[src/mts_pkg.sv]
// ---------------------------------------------------------------------------
// mts_pkg
// Constants, codes and transaction types of the min tracking stack
// ---------------------------------------------------------------------------
`timescale 1ns / 1ps
`default_nettype none

package mts_pkg;

  // stack geometry
  localparam int DEPTH  = 8;
  localparam int DATA_W = 32;
  localparam int ADDR_W = (DEPTH > 1) ? $clog2(DEPTH) : 1;
  localparam int CNT_W  = $clog2(DEPTH + 1);

  localparam logic [CNT_W-1:0] CNT_FULL = CNT_W'(DEPTH);

  // request kinds
  localparam logic [1:0] KIND_PUSH = 2'd0;
  localparam logic [1:0] KIND_POP  = 2'd1;
  localparam logic [1:0] KIND_MIN  = 2'd2;

  // response status codes
  localparam logic [1:0] ST_OK    = 2'd0;
  localparam logic [1:0] ST_FULL  = 2'd1;
  localparam logic [1:0] ST_EMPTY = 2'd2;
  localparam logic [1:0] ST_RSVD  = 2'd3;

  typedef struct packed {
    logic [1:0]               kind;
    logic signed [DATA_W-1:0] value;
  } req_t;

  typedef struct packed {
    logic signed [DATA_W-1:0] result_value;
    logic [1:0]               status;
  } rsp_t;

  // controller to datapath commands
  typedef struct packed {
    logic load;
    logic exec;
  } cmd_t;

endpackage

`default_nettype wire

[src/min_tracking_stack.sv]
// Flow: a transaction accepted while idle is latched as the top entries are read from
// the stores; it executes in the exec state and its response is registered on rsp,
// with done high. No new transaction is taken while busy; the store read of the top
// entries happens on accept and the execute step with its store write in the exec state.
// Reset: synchronous rst empties both stores (counts to zero) and clears busy and done.
// ---------------------------------------------------------------------------
// min_tracking_stack
// Bounded LIFO stack of signed values reporting its running minimum
// ---------------------------------------------------------------------------
`timescale 1ns / 1ps
`default_nettype none

module min_tracking_stack (
  input  wire logic          clk,
  input  wire logic          rst,
  input  wire logic          start,
  output      logic          busy,
  input  wire mts_pkg::req_t req,
  output      logic          done,
  output      mts_pkg::rsp_t rsp
);

  mts_pkg::cmd_t cmd;

  // sequencer
  mts_ctrl u_ctrl (
    .clk   (clk),
    .rst   (rst),
    .start (start),
    .busy  (busy),
    .cmd   (cmd)
  );

  // stores and response
  mts_datapath u_dp (
    .clk  (clk),
    .rst  (rst),
    .cmd  (cmd),
    .req  (req),
    .done (done),
    .rsp  (rsp)
  );

endmodule

`default_nettype wire

[src/mts_ram.sv]
// ---------------------------------------------------------------------------
// mts_ram
// Generic single-write, single-read RAM with registered read data
// ---------------------------------------------------------------------------
`timescale 1ns / 1ps
`default_nettype none

module mts_ram #(
  parameter int WIDTH = 32,
  parameter int DEPTH = 8
) (
  input  wire logic                                  clk,
  input  wire logic                                  we,
  input  wire logic [((DEPTH > 1) ? $clog2(DEPTH) : 1)-1:0] waddr,
  input  wire logic [WIDTH-1:0]                      wdata,
  input  wire logic                                  re,
  input  wire logic [((DEPTH > 1) ? $clog2(DEPTH) : 1)-1:0] raddr,
  output      logic [WIDTH-1:0]                      rdata
);

  logic [WIDTH-1:0] mem [DEPTH];

  // write port
  always_ff @(posedge clk) begin
    if (we) begin
      mem[waddr] <= wdata;
    end
  end

  // registered read port
  always_ff @(posedge clk) begin
    if (re) begin
      rdata <= mem[raddr];
    end
  end

endmodule

`default_nettype wire

[src/mts_ctrl.sv]
// ---------------------------------------------------------------------------
// mts_ctrl
// Two-state sequencer: fetch the top entries, then execute the transaction
// ---------------------------------------------------------------------------
`timescale 1ns / 1ps
`default_nettype none

module mts_ctrl (
  input  wire logic          clk,
  input  wire logic          rst,
  input  wire logic          start,
  output      logic          busy,
  output      mts_pkg::cmd_t cmd
);

  typedef enum logic [1:0] {
    S_IDLE = 2'b01,
    S_EXEC = 2'b10
  } state_t;

  state_t state;
  state_t state_next;

  // next state
  always_comb begin
    state_next = state;
    case (state)
      S_IDLE: begin
        if (start) begin
          state_next = S_EXEC;
        end
      end
      S_EXEC: begin
        state_next = S_IDLE;
      end
      default: begin
        state_next = S_IDLE;
      end
    endcase
  end

  // state register
  always_ff @(posedge clk) begin
    if (rst) begin
      state <= S_IDLE;
    end else begin
      state <= state_next;
    end
  end

  // commands to the datapath
  assign busy     = (state != S_IDLE);
  assign cmd.load = (state == S_IDLE) && start;
  assign cmd.exec = (state == S_EXEC);

endmodule

`default_nettype wire

[src/mts_datapath.sv]
// ---------------------------------------------------------------------------
// mts_datapath
// Element and running-minimum stores, their counts and the response register
// ---------------------------------------------------------------------------
`timescale 1ns / 1ps
`default_nettype none

module mts_datapath (
  input  wire logic          clk,
  input  wire logic          rst,
  input  wire mts_pkg::cmd_t cmd,
  input  wire mts_pkg::req_t req,
  output      logic          done,
  output      mts_pkg::rsp_t rsp
);

  logic [mts_pkg::CNT_W-1:0]  ecount;
  logic [mts_pkg::CNT_W-1:0]  ecount_next;
  logic [mts_pkg::CNT_W-1:0]  mcount;
  logic [mts_pkg::CNT_W-1:0]  mcount_next;
  logic [mts_pkg::CNT_W-1:0]  ecount_dec;
  logic [mts_pkg::CNT_W-1:0]  mcount_dec;
  logic [1:0]                 op_kind;
  logic signed [mts_pkg::DATA_W-1:0] op_value;
  logic signed [mts_pkg::DATA_W-1:0] elem_rd;
  logic signed [mts_pkg::DATA_W-1:0] min_rd;
  logic                       e_we;
  logic                       m_we;
  mts_pkg::rsp_t              rsp_next;

  assign ecount_dec = ecount - 1'b1;
  assign mcount_dec = mcount - 1'b1;

  // latch the request on accept
  always_ff @(posedge clk) begin
    if (cmd.load) begin
      op_kind  <= req.kind;
      op_value <= req.value;
    end
  end

  // element store, read at the current top
  mts_ram #(
    .WIDTH (mts_pkg::DATA_W),
    .DEPTH (mts_pkg::DEPTH)
  ) u_elem_ram (
    .clk   (clk),
    .we    (e_we),
    .waddr (ecount[mts_pkg::ADDR_W-1:0]),
    .wdata (op_value),
    .re    (cmd.load),
    .raddr (ecount_dec[mts_pkg::ADDR_W-1:0]),
    .rdata (elem_rd)
  );

  // running-minimum store, read at the current top
  mts_ram #(
    .WIDTH (mts_pkg::DATA_W),
    .DEPTH (mts_pkg::DEPTH)
  ) u_min_ram (
    .clk   (clk),
    .we    (m_we),
    .waddr (mcount[mts_pkg::ADDR_W-1:0]),
    .wdata (op_value),
    .re    (cmd.load),
    .raddr (mcount_dec[mts_pkg::ADDR_W-1:0]),
    .rdata (min_rd)
  );

  // execute the latched transaction against the fetched top entries
  always_comb begin
    e_we        = 1'b0;
    m_we        = 1'b0;
    ecount_next = ecount;
    mcount_next = mcount;
    rsp_next    = '0;
    rsp_next.status = mts_pkg::ST_OK;
    case (op_kind)
      mts_pkg::KIND_PUSH: begin
        if (ecount >= mts_pkg::CNT_FULL) begin
          rsp_next.status = mts_pkg::ST_FULL;
        end else begin
          e_we        = cmd.exec;
          ecount_next = ecount + 1'b1;
          if (mcount == '0) begin
            m_we        = cmd.exec;
            mcount_next = mcount + 1'b1;
          end else if ((mcount < mts_pkg::CNT_FULL) && (op_value <= min_rd)) begin
            m_we        = cmd.exec;
            mcount_next = mcount + 1'b1;
          end
        end
      end
      mts_pkg::KIND_POP: begin
        if (ecount == '0) begin
          rsp_next.status = mts_pkg::ST_EMPTY;
        end else begin
          ecount_next           = ecount_dec;
          rsp_next.result_value = elem_rd;
          if ((mcount != '0) && (min_rd == elem_rd)) begin
            mcount_next = mcount_dec;
          end
        end
      end
      mts_pkg::KIND_MIN: begin
        if (mcount == '0) begin
          rsp_next.status = mts_pkg::ST_EMPTY;
        end else begin
          rsp_next.result_value = min_rd;
        end
      end
      default: begin
        rsp_next.status = mts_pkg::ST_OK;
      end
    endcase
  end

  // counts and response strobe
  always_ff @(posedge clk) begin
    if (rst) begin
      ecount <= '0;
      mcount <= '0;
      done   <= 1'b0;
    end else begin
      done <= cmd.exec;
      if (cmd.exec) begin
        ecount <= ecount_next;
        mcount <= mcount_next;
      end
    end
  end

  // response payload
  always_ff @(posedge clk) begin
    if (cmd.exec) begin
      rsp <= rsp_next;
    end
  end

endmodule

`default_nettype wire

[config.mk]
export PLATFORM = sky130hd
export DESIGN_NAME = min_tracking_stack
export DESIGN_NICKNAME = d
export VERILOG_FILES = /design/src/mts_pkg.sv /design/src/min_tracking_stack.sv /design/src/mts_ram.sv /design/src/mts_ctrl.sv /design/src/mts_datapath.sv
export SDC_FILE = /design/constraint.sdc
export NUM_CORES = 1
export LEC_CHECK = 0
export BUFFER_PORTS_ARGS = -buffer_cell sky130_fd_sc_hd__buf_2
export CAP_MARGIN = 20
export CORE_ASPECT_RATIO = 1.4
export CORE_MARGIN = 4
export CORE_UTILIZATION = 30
export DETAILED_ROUTE_END_ITERATION = 6
export SYNTH_ARGS = -nofsm -noshare
export SYNTH_HDL_FRONTEND = slang
export SYNTH_SLANG_ARGS = --single-unit
[constraint.sdc]
create_clock -name clk -period 5.2 [get_ports clk]
set_input_delay 0.52 -clock clk [delete_from_list [all_inputs] [get_ports clk]]
set_output_delay 0.52 -clock clk [all_outputs]
set_load 0.05 [all_outputs]
==> impl_metrics.csv <==
group,metric,value,unit
outcome,status,"completed",
critical_path,cp-end-kind,"register",
cts,cts_buffers,60,
cts,cts_hold_buf,0,
logic_synthesis,synth_area_leaders,"edfxtp_1, mux4_2, mux2_2, ha_1, xor2_1",
logic_synthesis,synth_nets,1312,
min_path,whs_endpoint,"u_dp.op_value[28]",
layout,drive_above_1_share,0.3058,
global_routing,grt_pass1_vias,12970,
route,drt_iter0_drc,1024,
layout,design_area,0.02974,mm2
critical_path,timing.rr.start,"u_dp.op_value[1]",
min_path,hp-start,"req[28]",
cts,clkTransAtPathRegs,60,ps
layout,num-nets-final,1449,
cts,cts_sinks,655,
die,die-area,0.09041,mm2
logic_synthesis,synthCells,1235,
global_routing,overflow,0,
critical_path,worst-setup-path-type,"register to register",
logic_synthesis,avgSynthCellArea,20.79,um2
die,rows,126,
global_routing,grt_pass1_wl,89.23,mm
logic_synthesis,synth_top_cells_by_count,"edfxtp_1, mux4_2, mux2_2",
critical_path,worstPathRequired,5460,ps
critical_path,r2r-end,"u_dp.u_min_ram.mem[7][14]",
route,remaining_drc_errors,0,
layout,fillCellCount,7701,
cts,htreeDepth,2,
sta,timing.slew.headroom,0.2940,
min_path,min_path_type,"input port to register",
layout,multi_input_area,0.005942,mm2
cts,clockBufferDepth,3,
place,dpl.hpwl,39.11,mm
sta,maxSlewViolCount,0,
critical_path,arrival,4390,ps
sta,finalCritPeriodShare,0.7951,
logic_synthesis,yosysSeqAreaShare,0.7616,
logic_synthesis,synth_top_flop_cell,"edfxtp_1",
sta,tightest_slew,1057,ps
die,pin_count,73,
place,dpl_worst_slack,1095,ps
sta,rsz0062_at_grt,"false",
critical_path,worstSetupStartpointType,"register",
logic_synthesis,ys_async_sr_fraction,0,
logic_synthesis,yosys_warnings,0,
logic_synthesis,ys_types,49,
critical_path,worstPathMaxFanout,27,
logic_synthesis,yosys.area.top_type,"edfxtp_1",
critical_path,rr_worst_depth,9,
power_and_ir_drop,leakage,9.312,nW
layout,syn_to_final_growth,15.83,%
min_path,hold_depth,1,
layout,n_antenna_cell,0,
die,dieWidth,255.3,um
global_routing,grt.total_usage,0.1353,
cts,cts_root_buf,"clkbuf_16",
sta,setup_slack,1065,ps
power_and_ir_drop,power_density,357.8,mW/mm2
sta,skew,19.03,ps
die,die_h,354.2,um
logic_synthesis,synth.most_common_cell,"edfxtp_1",
logic_synthesis,synth_edf_count,644,
route,ant_nets,0,
cts,cts.repair_timing.setup_buffer_count,0,
cts,insertion_delay,630,ps
route,routed_wl,61.55,mm
route,viasPerCell,4.888,
die,core,0.08466,mm2
route,drt_first_pass_iters,5,
logic_synthesis,synth.top_cell.area_share,0.7531,
job,max-cap-violations,0,
sta,finalSetupViolCount,0,
critical_path,rrSetupSlack,1070,ps
route,avgRoutedWirePerCell,24.55,um
cts,cts_resized,0,
sta,fmax,0.2419,GHz
sta,hold_violations,0,
sta,hold_slack,66.15,ps
logic_synthesis,synth-seq-cells,655,
global_routing,grt_max_degree,67,
power_and_ir_drop,ir_drop,240.5,uV
cts,tritoncts,"yes",
layout,ff_latch_area,0.01957,mm2
place,io_buffer_count,72,
global_routing,grt_antenna_before_repair,3,
die,initial_core_util,0.3033,
logic_synthesis,synth_area,0.02568,mm2
sta,fin_crit,4135,ps
route,vias,12250,
place,place_area,0.02779,mm2
place,gp_congestion,0.8017,
routing by layer:
layer  up-vias  share of wire  GRT usage
li1       5320              -          -
met1      6549           0.40     0.1686
met2       280           0.53     0.2403
met3       103          0.039    0.01891
met4         2          0.032    0.04683
met5         -        0.00021          0
final cells by class:
type,instances,area share
flip-flops and latches,655,0.6578
inverters,43,0.005511
clock inverters,38,0.01212
clock buffers,71,0.05258
well taps,1088,0.04577
repair buffers,126,0.02642
multi-input cells,486,0.1998
worst max-delay path, cell delays in order (launching register included):
cell	delay, ps
edfxtp_1	640
ha_1	340
nor2b_1	140
o211ai_1	210
a2111oi_0	140
o41a_2	510
o21ai_0	180
a21oi_1	280
nor4_2	730
buf_4	580
how the worst max path moves through the flow:
stage                                 from                         to  slack (ps)  cells after the start
after floorplan           u_dp.op_value[1]   u_dp.u_min_ram.mem[0][0]        -460                      8
after global routing      u_dp.op_value[1]  u_dp.u_min_ram.mem[7][14]         800                      9
after detailed placement  u_dp.op_value[1]  u_dp.u_min_ram.mem[7][15]        1100                      9
after CTS                 u_dp.op_value[1]  u_dp.u_min_ram.mem[7][14]        1080                      9
after global placement    u_dp.op_value[1]  u_dp.u_min_ram.mem[7][12]        1130                      9
final                     u_dp.op_value[1]  u_dp.u_min_ram.mem[7][14]        1070                      9
logic make-up (layout without fill, tap and decap cells):
| logic type | after synthesis | after routing | synth area share |
|---|---|---|---|
| AOI/OAI and AO/OA | 82 | 82 | 0.02139 |
| xor gates and xnor gates | 37 | 37 | 0.01262 |
| adders and majority gates | 40 | 40 | 0.01949 |
| buffers and inverters | 94 | 278 | 0.01423 |
| DFF | 655 | 655 | 0.7616 |
| muxes | 193 | 193 | 0.1408 |
| and+or+nand+nor | 134 | 134 | 0.02987 |
per-stage QoR:
step | TNS [ps] | std cells | power (mW) | util
2_1_floorplan | -116580 | 1235 | 6.214 | -
3_3_place_gp | 0 | 2397 | 6.381 | 0.3283
3_5_place_dp | 0 | 2397 | 6.387 | 0.3283
4_1_cts | 0 | 2506 | 10.75 | 0.3510
5_1_grt | 0 | 2507 | 10.98 | 0.3513
6_report | 0 | 2507 | 10.64 | 0.3513
state kept, by name (all words and copies together) (netlist names):
| register | cells |
|---|---|
| u_dp.u_min_ram.rdata | 32 |
| u_dp.rsp | 34 |
| u_ctrl.state | 2 |
| u_dp.ecount | 4 |
| u_dp.mcount | 4 |
| u_dp.u_elem_ram.mem | 256 |
| u_dp.op_value | 32 |
| u_dp.u_min_ram.mem | 256 |
| u_dp.done | 1 |
| u_dp.u_elem_ram.rdata | 32 |
| u_dp.op_kind | 2 |
layout by cell type, fill, tap and decap left out, drive strengths merged, types with 2 or more instances in the layout:
master  count
nand2      16
nor4       17
edfxtp    644
a211oi      4
nand2b      6
clkinv     28
nand3       7
a21oi      22
mux4      128
dfxtp      11
inv        45
clkbuf     71
xnor2       9
o21ai      10
xor2       28
nor2       19
bufinv      7
a31oi       2
ha         40
buf       126
or2         2
nor2b      37
or4         2
nand4       9
mux2       65
nand3b      2
a21o        2
or3         3
nor3        8
a22oi      32
report_power, final:
group | internal [mW] | switching [mW] | total, mW | leakage, nW
Combinational | 0.119 | 0.230 | 0.349 | 2.46
Clock | 2.48 | 1.89 | 4.37 | 0.939
Sequential | 5.86 | 0.0599 | 5.92 | 5.91
Total | 8.46 | 2.18 | 10.6 | 9.31
No activity file was read; power rests on OpenSTA's default activity.
